File: config.mk
export PLATFORM = sky130hd
export DESIGN_NAME = hilbert_index_to_point
export DESIGN_NICKNAME = d
export VERILOG_FILES = /design/src/sv/hip_pkg.sv /design/src/sv/hip_scale.sv /design/src/sv/hilbert_index_to_point.sv
export SDC_FILE = /design/constraint.sdc
export NUM_CORES = 1
export LEC_CHECK = 0
export ABC_AREA = 1
export BUFFER_PORTS_ARGS = -buffer_cell sky130_fd_sc_hd__buf_2
export CELL_PAD_IN_SITES_DETAIL_PLACEMENT = 1
export CELL_PAD_IN_SITES_GLOBAL_PLACEMENT = 2
export CORE_UTILIZATION = 37
export CTS_CLUSTER_DIAMETER = 200
export CTS_CLUSTER_SIZE = 24
export DETAILED_ROUTE_END_ITERATION = 8
export PLACE_DENSITY_LB_ADDON = 0.3
export SETUP_SLACK_MARGIN = 0.4
export SYNTH_ARGS = -nofsm -noshare
export SYNTH_HDL_FRONTEND = slang
export SYNTH_SLANG_ARGS = --single-unit
export TNS_END_PERCENT = 30
File: constraint.sdc
create_clock -name clk -period 7.75 [get_ports clk]
set_clock_uncertainty 0.15 [all_clocks]
set_input_delay 1.1625 -clock clk [delete_from_list [all_inputs] [get_ports clk]]
set_output_delay 1.1625 -clock clk [all_outputs]
set_load 0.02 [all_outputs]
File: src/sv/hip_pkg.sv
package hip_pkg;

    // field widths
    localparam int INDEX_W    = 16;
    localparam int CELL_OUT_W = 8;
    localparam int PIX_W      = 18;
    localparam int ORDER_W    = 4;
    localparam int SIZE_W     = 10;
    localparam int FRAC_W     = 8;
    localparam int TDATA_IN_W  = 16;
    localparam int TDATA_OUT_W = 56;

    // default grid order limit
    localparam int MAX_ORDER_DEF = 8;

    // configuration port
    localparam int CFG_IDX_W  = 2;
    localparam int CFG_DATA_W = 10;

    typedef enum logic [CFG_IDX_W-1:0] {
        REG_CURVE_ORDER = 2'd0,
        REG_TOTAL_SIZE  = 2'd1
    } cfg_reg_t;

    localparam logic [ORDER_W-1:0] CURVE_ORDER_RST = 4'd2;
    localparam logic [SIZE_W-1:0]  TOTAL_SIZE_RST  = 10'd450;

    // quadrant codes of one curve level
    localparam logic [1:0] QUAD_SWAP = 2'd0;
    localparam logic [1:0] QUAD_UP   = 2'd1;
    localparam logic [1:0] QUAD_DIAG = 2'd2;
    localparam logic [1:0] QUAD_FLIP = 2'd3;

    // valid and last flag traveling with each item
    typedef struct packed {
        logic valid;
        logic last;
    } hip_tag_t;

    // one result transaction
    typedef struct packed {
        logic [PIX_W-1:0]      pixel_y;
        logic [PIX_W-1:0]      pixel_x;
        logic [CELL_OUT_W-1:0] cell_y;
        logic [CELL_OUT_W-1:0] cell_x;
        logic                  last;
    } hip_result_t;

    // base u pattern (0,0) (0,1) (1,1) (1,0)
    function automatic logic base_x(input logic [1:0] q);
        base_x = q[1];
    endfunction

    function automatic logic base_y(input logic [1:0] q);
        base_y = q[1] ^ q[0];
    endfunction

endpackage

File: src/sv/hip_scale.sv
module hip_scale #(
    parameter int CW = hip_pkg::MAX_ORDER_DEF,
    parameter int OW = 4
) (
    input  logic                              clk,
    input  logic                              rst_n,
    input  logic                              en,
    input  hip_pkg::hip_tag_t                 in_tag,
    input  logic [CW-1:0]                     cell_x,
    input  logic [CW-1:0]                     cell_y,
    input  logic [hip_pkg::SIZE_W-1:0]        total_size,
    input  logic [OW-1:0]                     ord,
    output hip_pkg::hip_tag_t                 out_tag,
    output logic [hip_pkg::CELL_OUT_W-1:0]    out_cell_x,
    output logic [hip_pkg::CELL_OUT_W-1:0]    out_cell_y,
    output logic [hip_pkg::PIX_W-1:0]         pixel_x,
    output logic [hip_pkg::PIX_W-1:0]         pixel_y
);

    localparam int PW = CW + 1 + hip_pkg::SIZE_W;
    localparam int SW = PW + hip_pkg::FRAC_W;

    hip_pkg::hip_tag_t tag_a_reg;
    hip_pkg::hip_tag_t tag_b_reg;
    logic [PW-1:0] prod_x_reg;
    logic [PW-1:0] prod_y_reg;
    logic [PW-1:0] prod_x_next;
    logic [PW-1:0] prod_y_next;
    logic [hip_pkg::CELL_OUT_W-1:0] cx_a_reg;
    logic [hip_pkg::CELL_OUT_W-1:0] cy_a_reg;
    logic [hip_pkg::CELL_OUT_W-1:0] cx_b_reg;
    logic [hip_pkg::CELL_OUT_W-1:0] cy_b_reg;
    logic [hip_pkg::PIX_W-1:0] pix_x_reg;
    logic [hip_pkg::PIX_W-1:0] pix_y_reg;
    logic [hip_pkg::PIX_W-1:0] pix_x_next;
    logic [hip_pkg::PIX_W-1:0] pix_y_next;
    logic [SW-1:0] shift_x;
    logic [SW-1:0] shift_y;
    logic [OW:0]   shamt;

    // odd cell position times side length
    always_comb
    begin
        prod_x_next = PW'({cell_x, 1'b1}) * PW'(total_size);
        prod_y_next = PW'({cell_y, 1'b1}) * PW'(total_size);
    end

    // scale to 8 fraction bits and halve per order level
    always_comb
    begin
        shamt      = (OW + 1)'(ord) + (OW + 1)'(1);
        shift_x    = {prod_x_reg, {hip_pkg::FRAC_W{1'b0}}} >> shamt;
        shift_y    = {prod_y_reg, {hip_pkg::FRAC_W{1'b0}}} >> shamt;
        pix_x_next = hip_pkg::PIX_W'(shift_x);
        pix_y_next = hip_pkg::PIX_W'(shift_y);
    end

    // stage flags
    always_ff @(posedge clk or negedge rst_n)
    begin
        if (!rst_n)
        begin
            tag_a_reg <= '0;
            tag_b_reg <= '0;
        end
        else if (en)
        begin
            tag_a_reg <= in_tag;
            tag_b_reg <= tag_a_reg;
        end
    end

    // stage payload
    always_ff @(posedge clk)
    begin
        if (en)
        begin
            prod_x_reg <= prod_x_next;
            prod_y_reg <= prod_y_next;
            cx_a_reg   <= hip_pkg::CELL_OUT_W'(cell_x);
            cy_a_reg   <= hip_pkg::CELL_OUT_W'(cell_y);
            pix_x_reg  <= pix_x_next;
            pix_y_reg  <= pix_y_next;
            cx_b_reg   <= cx_a_reg;
            cy_b_reg   <= cy_a_reg;
        end
    end

    assign out_tag    = tag_b_reg;
    assign out_cell_x = cx_b_reg;
    assign out_cell_y = cy_b_reg;
    assign pixel_x    = pix_x_reg;
    assign pixel_y    = pix_y_reg;

endmodule

File: src/sv/hilbert_index_to_point.sv
// pipeline: one index stage, MAX_ORDER - 1 curve level stages, two scaling stages, output register
// throughput: one index per cycle while the skid entry is empty; the multiply stage of the pixel scaling sets the clock
// reset: curve_order 2, total_size 450, pipeline and output buffer empty
module hilbert_index_to_point #(
    parameter int MAX_ORDER = hip_pkg::MAX_ORDER_DEF
) (
    input  logic                                clk,
    input  logic                                rst_n,
    // curve_index[15:0]
    input  logic [hip_pkg::TDATA_IN_W-1:0]      s_tdata,
    input  logic                                s_tvalid,
    output logic                                s_tready,
    // cell_x[7:0], cell_y[15:8], pixel_x[33:16], pixel_y[51:34], zero[55:52]
    output logic [hip_pkg::TDATA_OUT_W-1:0]     m_tdata,
    output logic                                m_tlast,
    output logic                                m_tvalid,
    input  logic                                m_tready,
    input  logic                                cfg_we,
    input  logic [hip_pkg::CFG_IDX_W-1:0]       cfg_idx,
    input  logic [hip_pkg::CFG_DATA_W-1:0]      cfg_data
);

    localparam int CW = MAX_ORDER;
    localparam int IW = (2 * MAX_ORDER > hip_pkg::INDEX_W) ? 2 * MAX_ORDER : hip_pkg::INDEX_W;
    localparam int OW = $clog2(MAX_ORDER + 1);
    localparam int L  = MAX_ORDER - 1;

    logic [hip_pkg::ORDER_W-1:0] curve_order_reg;
    logic [hip_pkg::SIZE_W-1:0]  total_size_reg;
    logic [OW-1:0]               eff_ord;
    logic [IW-1:0]               idx_mask;
    logic [IW-1:0]               idx_in;
    logic                        adv;

    logic                v_reg    [0:MAX_ORDER-1];
    logic                last_reg [0:MAX_ORDER-1];
    logic [IW-1:0]       idx_reg  [0:MAX_ORDER-1];
    logic [CW-1:0]       x_reg    [0:MAX_ORDER-1];
    logic [CW-1:0]       y_reg    [0:MAX_ORDER-1];

    hip_pkg::hip_tag_t           lvl_tag;
    hip_pkg::hip_tag_t           sc_tag;
    logic [hip_pkg::CELL_OUT_W-1:0] sc_cell_x;
    logic [hip_pkg::CELL_OUT_W-1:0] sc_cell_y;
    logic [hip_pkg::PIX_W-1:0]   sc_pixel_x;
    logic [hip_pkg::PIX_W-1:0]   sc_pixel_y;

    logic                  push;
    hip_pkg::hip_result_t  push_data;
    logic                  out_valid_reg;
    logic                  out_valid_next;
    hip_pkg::hip_result_t  out_data_reg;
    hip_pkg::hip_result_t  out_data_next;
    logic                  skid_valid_reg;
    logic                  skid_valid_next;
    hip_pkg::hip_result_t  skid_data_reg;
    hip_pkg::hip_result_t  skid_data_next;

    // configuration registers
    always_ff @(posedge clk or negedge rst_n)
    begin
        if (!rst_n)
        begin
            curve_order_reg <= hip_pkg::CURVE_ORDER_RST;
            total_size_reg  <= hip_pkg::TOTAL_SIZE_RST;
        end
        else if (cfg_we)
        begin
            unique case (cfg_idx)
                hip_pkg::REG_CURVE_ORDER: curve_order_reg <= cfg_data[hip_pkg::ORDER_W-1:0];
                hip_pkg::REG_TOTAL_SIZE:  total_size_reg  <= cfg_data;
                default: ;
            endcase
        end
    end

    // order clamped to the supported range, index mask
    always_comb
    begin
        if (curve_order_reg == '0)
            eff_ord = OW'(1);
        else if (int'(curve_order_reg) > MAX_ORDER)
            eff_ord = OW'(MAX_ORDER);
        else
            eff_ord = OW'(curve_order_reg);
        idx_mask = ~({IW{1'b1}} << {eff_ord, 1'b0});
        idx_in   = IW'(s_tdata) & idx_mask;
    end

    // pipeline moves whenever the output buffer has room
    assign adv      = !skid_valid_reg;
    assign s_tready = adv;

    // index stage: mask, base u point, last flag
    always_ff @(posedge clk or negedge rst_n)
    begin
        if (!rst_n)
            v_reg[0] <= 1'b0;
        else if (adv)
            v_reg[0] <= s_tvalid;
    end

    always_ff @(posedge clk)
    begin
        if (adv)
        begin
            idx_reg[0]  <= idx_in;
            x_reg[0]    <= CW'(hip_pkg::base_x(idx_in[1:0]));
            y_reg[0]    <= CW'(hip_pkg::base_y(idx_in[1:0]));
            last_reg[0] <= (idx_in == idx_mask);
        end
    end

    // one stage per curve level
    for (genvar j = 1; j < MAX_ORDER; j++)
    begin : g_level
        localparam logic [CW-1:0] S    = CW'(1 << j);
        localparam logic [CW-1:0] SM1  = CW'((1 << j) - 1);
        localparam logic [CW-1:0] S2M1 = CW'((1 << (j + 1)) - 1);

        logic [1:0]    q;
        logic [CW-1:0] nx;
        logic [CW-1:0] ny;

        // move the point by its quadrant at this level
        always_comb
        begin
            q  = idx_reg[j-1][2*j +: 2];
            nx = x_reg[j-1];
            ny = y_reg[j-1];
            if (j < int'(eff_ord))
            begin
                unique case (q)
                    hip_pkg::QUAD_SWAP:
                    begin
                        nx = y_reg[j-1];
                        ny = x_reg[j-1];
                    end
                    hip_pkg::QUAD_UP:
                    begin
                        ny = y_reg[j-1] + S;
                    end
                    hip_pkg::QUAD_DIAG:
                    begin
                        nx = x_reg[j-1] + S;
                        ny = y_reg[j-1] + S;
                    end
                    hip_pkg::QUAD_FLIP:
                    begin
                        nx = S2M1 - y_reg[j-1];
                        ny = SM1 - x_reg[j-1];
                    end
                    default: ;
                endcase
            end
        end

        always_ff @(posedge clk or negedge rst_n)
        begin
            if (!rst_n)
                v_reg[j] <= 1'b0;
            else if (adv)
                v_reg[j] <= v_reg[j-1];
        end

        always_ff @(posedge clk)
        begin
            if (adv)
            begin
                idx_reg[j]  <= idx_reg[j-1];
                last_reg[j] <= last_reg[j-1];
                x_reg[j]    <= nx;
                y_reg[j]    <= ny;
            end
        end
    end

    // pixel centre scaling
    assign lvl_tag.valid = v_reg[L];
    assign lvl_tag.last  = last_reg[L];

    hip_scale #(
        .CW (CW),
        .OW (OW)
    ) u_scale (
        .clk        (clk),
        .rst_n      (rst_n),
        .en         (adv),
        .in_tag     (lvl_tag),
        .cell_x     (x_reg[L]),
        .cell_y     (y_reg[L]),
        .total_size (total_size_reg),
        .ord        (eff_ord),
        .out_tag    (sc_tag),
        .out_cell_x (sc_cell_x),
        .out_cell_y (sc_cell_y),
        .pixel_x    (sc_pixel_x),
        .pixel_y    (sc_pixel_y)
    );

    assign push              = adv && sc_tag.valid;
    assign push_data.pixel_y = sc_pixel_y;
    assign push_data.pixel_x = sc_pixel_x;
    assign push_data.cell_y  = sc_cell_y;
    assign push_data.cell_x  = sc_cell_x;
    assign push_data.last    = sc_tag.last;

    // output register with skid entry
    always_comb
    begin
        out_valid_next  = out_valid_reg;
        out_data_next   = out_data_reg;
        skid_valid_next = skid_valid_reg;
        skid_data_next  = skid_data_reg;
        if (!out_valid_reg || m_tready)
        begin
            if (skid_valid_reg)
            begin
                out_valid_next  = 1'b1;
                out_data_next   = skid_data_reg;
                skid_valid_next = 1'b0;
            end
            else
            begin
                out_valid_next = push;
                out_data_next  = push_data;
            end
        end
        else if (push)
        begin
            skid_valid_next = 1'b1;
            skid_data_next  = push_data;
        end
    end

    always_ff @(posedge clk or negedge rst_n)
    begin
        if (!rst_n)
        begin
            out_valid_reg  <= 1'b0;
            skid_valid_reg <= 1'b0;
        end
        else
        begin
            out_valid_reg  <= out_valid_next;
            skid_valid_reg <= skid_valid_next;
        end
    end

    always_ff @(posedge clk)
    begin
        out_data_reg  <= out_data_next;
        skid_data_reg <= skid_data_next;
    end

    // result transaction
    assign m_tvalid = out_valid_reg;
    assign m_tlast  = out_data_reg.last;
    assign m_tdata  = hip_pkg::TDATA_OUT_W'({out_data_reg.pixel_y, out_data_reg.pixel_x,
                                             out_data_reg.cell_y, out_data_reg.cell_x});

    // skid entry is only filled behind a held output
    a_skid_behind_out: assert property (@(posedge clk) disable iff (!rst_n)
        skid_valid_reg |-> out_valid_reg)
        else $error("skid entry valid while output register empty");

    // no result pushed into a full buffer
    a_no_overflow: assert property (@(posedge clk) disable iff (!rst_n)
        sc_tag.valid && skid_valid_reg |=> $stable(skid_data_reg) && skid_valid_reg
            || $past(m_tready))
        else $error("result overwritten in output buffer");

    // last point of the curve sits on the bottom row
    a_last_row: assert property (@(posedge clk) disable iff (!rst_n)
        m_tvalid && m_tlast |-> out_data_reg.cell_y == '0)
        else $error("last curve point not on row zero");

endmodule
---- Word-level counts from Yosys, hierarchy flattened ----
Memories as Yosys holds them, arrays and structs flattened. A register that Yosys moved wholly into a read port is not among the register bits.
Cells that the tools add are included.
cells by class
  add/sub/neg operators ................... 29
  $mul .................................... 2
  $lt $le $gt $ge ......................... 8
  equal/unequal tests ..................... 23
  shift operators ......................... 3
  muxes and demuxes ....................... 35
  bitwise logic cells ..................... 4
  reductions and logical operators ........ 26
operator list
  operator               number
  $pmux 8 s3             14
  $mux 8                 14
  $shr 27x5->18          2
  $mux 53                1
  $mul 9x10->19          2
  $eq 2x2->1 const B     14
  $add 8x2->8 const B    2
  $add 8x3->8 const B    2
  $add 8x4->8 const B    2
  $add 8x5->8 const B    2
  $add 8x6->8 const B    2
  $add 8x7->8 const B    2
  $add 8x8->8 const B    2
  $and 16x16->16         1
  $eq 16x16->1           1
  $eq 2x1->1 const B     8
  $logic_not 2->1        8
  $lt 3x4->1 const A     4
  $not 16->16            1
  $shl 16x5->16 const A  1
  $sub 2x8->8 const A    2
  $sub 3x8->8 const A    2
  $sub 4x8->8 const A    2
  $sub 5x8->8 const A    2
  other kinds (19)       37
storage, ports and cells
  register bits after elaboration ......... 239
  RAM bits ................................ 264
  input bits .............................. 33
  memories kept ........................... 4
memories
  name      words  width  rd ports  clocked after memory_dff  write ports  line                          text
  idx_reg   8      16     7         0                         8            hilbert_index_to_point.sv:37  logic [IW-1:0] idx_reg [0:MAX_ORDER-1];
  x_reg     8      8      8         0                         8            hilbert_index_to_point.sv:38  logic [CW-1:0] x_reg [0:MAX_ORDER-1];
  y_reg     8      8      8         0                         8            hilbert_index_to_point.sv:39  logic [CW-1:0] y_reg [0:MAX_ORDER-1];
  last_reg  8      1      8         1                         8            hilbert_index_to_point.sv:36  logic last_reg [0:MAX_ORDER-1];

---- Depth between registers and ports, before layout ----
  depth in word-level cells ............... 7
  gate-level depth with buffers ........... 21

---- Modules after synthesis ----
From an unflattened synthesis, not the netlist that was laid out.
second synthesis, totals
  cells, all modules ...................... 2428
  area, all modules ....................... 22507.8 um^2
modules (own cells, without submodules)
  module                  times used  cells an instance  area an instance (um^2)  seq. area each (um^2)
  hip_scale               1           1464               11367.2                  3253.1
  hilbert_index_to_point  1           964                11140.7                  7873.8

---- Worst setup path before layout ----
OpenSTA, ideal clock, no wires.
  path kind ............................... reg2out
  start point ............................. register skid_valid_reg
  end point ............................... output port s_tready
  arrival time ............................ 7.336 ns
  data required time ...................... 6.438 ns
  slack ................................... -0.898 ns
  stages on the path, launching flop included .. 3
  path buffers ............................ 1
  path through ............................ dfrtp_1 > inv_1 > clkbuf_1
between the ends
  longest elaborated chain between the ends .. 1
RTL lines
  item                    line                           text
  start, declared         hilbert_index_to_point.sv:54   logic skid_valid_reg;
  start signal, assigned  hilbert_index_to_point.sv:246  skid_valid_reg <= skid_valid_next;
  $logic_not 1->1         hilbert_index_to_point.sv:91   assign adv = !skid_valid_reg;
  end, declared           hilbert_index_to_point.sv:12   output logic s_tready,
No other way between the ends.

---- Final worst setup path ----
  start point ............................. register total_size_reg[8] (netlist name)
  end point ............................... register u_scale.prod_x_reg[17] (data pin)
between the ends
  longest elaborated chain between the ends .. 1
RTL lines
  item                         line                          text
  start, declared              hilbert_index_to_point.sv:29  logic [hip_pkg::SIZE_W-1:0] total_size_reg;
  start signal, assigned       hilbert_index_to_point.sv:65  total_size_reg <= hip_pkg::TOTAL_SIZE_RST;
  start signal, assigned       hilbert_index_to_point.sv:71  hip_pkg::REG_TOTAL_SIZE: total_size_reg <= cfg_data;
  $mul 9x10->19                hip_scale.sv:44               prod_x_next = PW'({cell_x, 1'b1}) * PW'(total_size);
  via u_scale.prod_x_next[17]  hip_scale.sv:27               logic [PW-1:0] prod_x_next;
  end signal, assigned         hip_scale.sv:78               prod_x_reg <= prod_x_next;
  end, declared                hip_scale.sv:25               logic [PW-1:0] prod_x_reg;
The timed path passes the listed nets, and every way through them passes these cells.
A chain may end at the register's enable or synchronous reset.

==> flow_summary.html <==
<table>
<tr><th>Metric</th><th>Value</th></tr>
<tr><th colspan="2">Synthesis</th></tr>
<tr><td>Avg Cell Area, Syn</td><td>between 9 and 10 µm²</td></tr>
<tr><td>Sequential element share of the synthesized area</td><td>between 50% and 60%</td></tr>
<tr><td>Cell with the most instances after synthesis</td><td>nand2_1</td></tr>
<tr><td>Number of enable flip-flop cells after synthesis</td><td>347</td></tr>
<tr><td>Most area-consuming cells after synthesis</td><td>edfxtp_1 (47%), nand2_1 (11%), fa_1 (10%)</td></tr>
<tr><td>Flip-flop and latch count after synthesis</td><td>around 380</td></tr>
<tr><td>Mapped cell area</td><td>approximately 22,000 µm²</td></tr>
<tr><td>Yosys warnings</td><td>0</td></tr>
<tr><td>Proportion of register bits with asynchronous set or reset after synthesis</td><td>7.47%</td></tr>
<tr><td>Cell taking the most area after synthesis</td><td>edfxtp_1</td></tr>
<tr><td>Share of the synthesized area in the top cell type</td><td>a little under half</td></tr>
<tr><td>Number of distinct library cells after synthesis</td><td>35</td></tr>
<tr><td>Prevailing post-synth register cell</td><td>edfxtp_1</td></tr>
<tr><td>Synthesized instance count</td><td>2,305</td></tr>
<tr><td>Cell types with the highest counts after synthesis</td><td>nand2_1 (654), inv_1 (449), edfxtp_1 (347)</td></tr>
<tr><th colspan="2">Placed design</th></tr>
<tr><td>Port-buffer cells</td><td>87</td></tr>
<tr><td>Dpl cell area</td><td>23,100 µm²</td></tr>
<tr><td>RD Place Congestion</td><td>just over 0.8</td></tr>
<tr><td>HPWL after detailed placement</td><td>42,200 µm</td></tr>
<tr><td>Post-Place Cells</td><td>slightly above 3,000</td></tr>
<tr><th colspan="2">Timing</th></tr>
<tr><td>Setup TNS after final layout</td><td>0 ps</td></tr>
<tr><td>Final cycle utilization of the critical path</td><td>63.0%</td></tr>
<tr><td>Clock period minus worst slack</td><td>4880 ps</td></tr>
<tr><td>Number of setup violations in the final report</td><td>0</td></tr>
<tr><td>Final number of hold-violating endpoints</td><td>0</td></tr>
<tr><td>Setup repair after global routing missed its margin</td><td>no</td></tr>
<tr><td>Max-slew violations</td><td>0</td></tr>
<tr><td>Actual slew at the worst max-slew pin</td><td>around 1000 ps</td></tr>
<tr><td>Maximum operating frequency</td><td>205 MHz</td></tr>
<tr><td>Worst relative slew slack</td><td>a little under a third</td></tr>
<tr><th colspan="2">Flow run</th></tr>
<tr><td>Max Cap Viol</td><td>0</td></tr>
<tr><th colspan="2">Clocking</th></tr>
<tr><td>Level count of the clock H-tree</td><td>1</td></tr>
<tr><td>Clock transition at the registers of the reported paths</td><td>roughly 100 ps</td></tr>
<tr><td>TritonCTS buffer count</td><td>19</td></tr>
<tr><td>Setup bufs post-CTS</td><td>0</td></tr>
<tr><td>Number of clock sinks seen by CTS</td><td>375</td></tr>
<tr><td>TritonCTS clock tree</td><td>done</td></tr>
<tr><td>Clock latency on the worst-skew pair</td><td>between 500 and 600 ps</td></tr>
<tr><td>Number of buffers between clock root and the deepest sink</td><td>3</td></tr>
<tr><td>Cell at the root of the clock tree</td><td>clkbuf_16</td></tr>
<tr><td>Number of buffers inserted by hold repair at cts</td><td>0</td></tr>
<tr><td>Post-CTS Resized</td><td>0</td></tr>
<tr><th colspan="2">Floorplanning</th></tr>
<tr><td>Top-Level Pins</td><td>between 90 and 100</td></tr>
<tr><td>Area of the die</td><td>between 60,000 and 70,000 µm²</td></tr>
<tr><td>Effective utilization at floorplan</td><td>a little under two fifths</td></tr>
<tr><td>CORE AREA</td><td>between 50,000 and 60,000 µm²</td></tr>
<tr><td>Number of standard-cell rows in the floorplan</td><td>88</td></tr>
<tr><td>Die width</td><td>246 µm</td></tr>
<tr><td>Die height</td><td>~250 µm</td></tr>
<tr><th colspan="2">Global route</th></tr>
<tr><td>First-pass GRT wire length</td><td>90,700 µm</td></tr>
<tr><td>Overall global routing resource usage</td><td>between 10% and 20%</td></tr>
<tr><td>Largest net degree at the start of global routing</td><td>approximately 140</td></tr>
<tr><td>Overflow after GRT</td><td>0</td></tr>
<tr><td>Via count of the first global-routing pass</td><td>~16,000</td></tr>
<tr><td>Number of antenna violations at the first check in global routing</td><td>0</td></tr>
<tr><th colspan="2">Run status</th></tr>
<tr><td>Status</td><td>finished, final reports clean</td></tr>
<tr><th colspan="2">Layout</th></tr>
<tr><td>Area growth from synthesis to final layout</td><td>7.49%</td></tr>
<tr><td>Share of cells above drive strength 1</td><td>6.14%</td></tr>
<tr><td>Final design instance area without fill</td><td>roughly 24,000 µm²</td></tr>
<tr><td>Number of nets in the finished design</td><td>~2,600</td></tr>
<tr><td>Number of fill cells in the layout</td><td>~6,700</td></tr>
<tr><td>Max reg flops</td><td>57</td></tr>
<tr><td>Final cell count without fillers</td><td>3,113</td></tr>
<tr><th colspan="2">Critical path</th></tr>
<tr><td>Slowest stage cell on the critical path</td><td>dfstp_2</td></tr>
<tr><td>Chain of cells forming the critical path</td><td>inv_1 &gt; fa_1 &gt; inv_1 &gt; fa_1 &gt; fa_1 &gt; inv_1 &gt; fa_1 &gt; inv_1 &gt; ha_1 &gt; nand2_1 &gt; nor2_1 &gt; nand2_1 &gt; nand3_1 &gt; nand3_1 &gt; nand3_1 &gt; nand2_1</td></tr>
<tr><td>Family with the most delay on the worst path</td><td>adder cells</td></tr>
<tr><td>CP Launch Type</td><td>flip-flop</td></tr>
<tr><td>Top fanout value on the critical path</td><td>17</td></tr>
<tr><td>CP peak stage delay</td><td>790 ps</td></tr>
<tr><td>Total buffers and inverters traversed by the critical path</td><td>4</td></tr>
<tr><td>Worst EP arrival</td><td>5020 ps</td></tr>
<tr><td>Path type of the worst setup path</td><td>flip-flop to flip-flop</td></tr>
<tr><td>Worst Path Required</td><td>around 8000 ps</td></tr>
<tr><td>Critical path endpoint category</td><td>flip-flop</td></tr>
<tr><th colspan="2">Detailed routing</th></tr>
<tr><td>DR vias</td><td>15,300</td></tr>
<tr><td>Wire length per cell after detailed routing</td><td>roughly 18 µm</td></tr>
<tr><td>Ratio of routed vias to standard cells</td><td>4.90</td></tr>
<tr><td>Routed wire length</td><td>~57,000 µm</td></tr>
<tr><td>Remaining routing DRC violations</td><td>0</td></tr>
<tr><td>Pre-antenna DRT Iters</td><td>5</td></tr>
<tr><td>Antenna violation net count after detailed routing</td><td>0</td></tr>
<tr><td>Number of design-rule violations left by the first detailed-router iteration</td><td>752</td></tr>
<tr><th colspan="2">Hold path</th></tr>
<tr><td>Path type of the worst min-delay path</td><td>flip-flop to flip-flop</td></tr>
</table>
-- final cells by class --
class	instances	area [µm²]	share of cell area (%)
clock buffers	24	494	2.09
well taps	765	957	4.06
flip-flops and latches	375	11100	47.2
repair buffers	97	523	2.22
clock inverters	2	20.0	0.0848
diodes	1	2.50	0.0106
multi-input cells	1396	8770	37.2
inverters	453	1710	7.24
-- cell usage in the layout (no fill, tap or decap), drive strengths merged, types with 6 or more instances in the layout --
master,count
ha,111
edfxtp,347
o21ai,125
o22ai,22
buf,97
dfrtp,23
inv,455
fa,114
nor2,109
nor3,6
o211ai,7
a21oi,51
clkbuf,24
nand3,149
xor2,16
nand2,659
-- path summary, 6_finish.rpt --
kind / startpoint / end / slack [ps] / cells past startpoint
max: total_size_reg[8]$_DFFE_PN1P_ / u_scale.prod_x_reg[17]$_DFFE_PN_ / 2870 / 16
min: idx_reg[1][6]$_DFFE_PN_ / idx_reg[2][6]$_DFFE_PN_ / 260 / 0
max reg2reg: total_size_reg[8]$_DFFE_PN1P_ / u_scale.prod_x_reg[17]$_DFFE_PN_ / 2870 / 16
min reg2reg: idx_reg[1][6]$_DFFE_PN_ / idx_reg[2][6]$_DFFE_PN_ / 260 / 0
max in group asynchronous: rst_n / skid_valid_reg$_DFFE_PN0P_ / 6300 / 1
min in group asynchronous: rst_n / total_size_reg[4]$_DFFE_PN0P_ / 560 / 1
-- layer usage --
layer	routed length [µm]	vias to the layer above	global-route usage, %
met5	0	-	0
met4	1230	0	4.73
met3	1740	61	1.83
met2	27800	209	33.4
met1	26200	7644	26.0
li1	-	7338	-
-- metrics by stage --
stage	worst slack [ps]	util [%]	hold WS, ps
after CTS	2820	40.6	276
after floorplan	2340	-	250
final	2870	40.6	264
after global placement	2850	39.7	251
after global routing	2550	40.6	285
after detailed placement	2820	39.7	256
-- kinds of logic after synthesis --
group | share of synthesized area, %
AO/OA/AOI/OAI | 5.11
adder cells (fa/ha/maj) | 16.7
XOR/XNOR | 0.838
other | 0.0171
buffers and inverters | 9.48
flip-flops | 50.7
AND/OR/NAND/NOR | 17.2
Power is left out: the tool's default activity adds up to more than one toggle a clock period on the data nets, which glitch-free logic cannot reach.
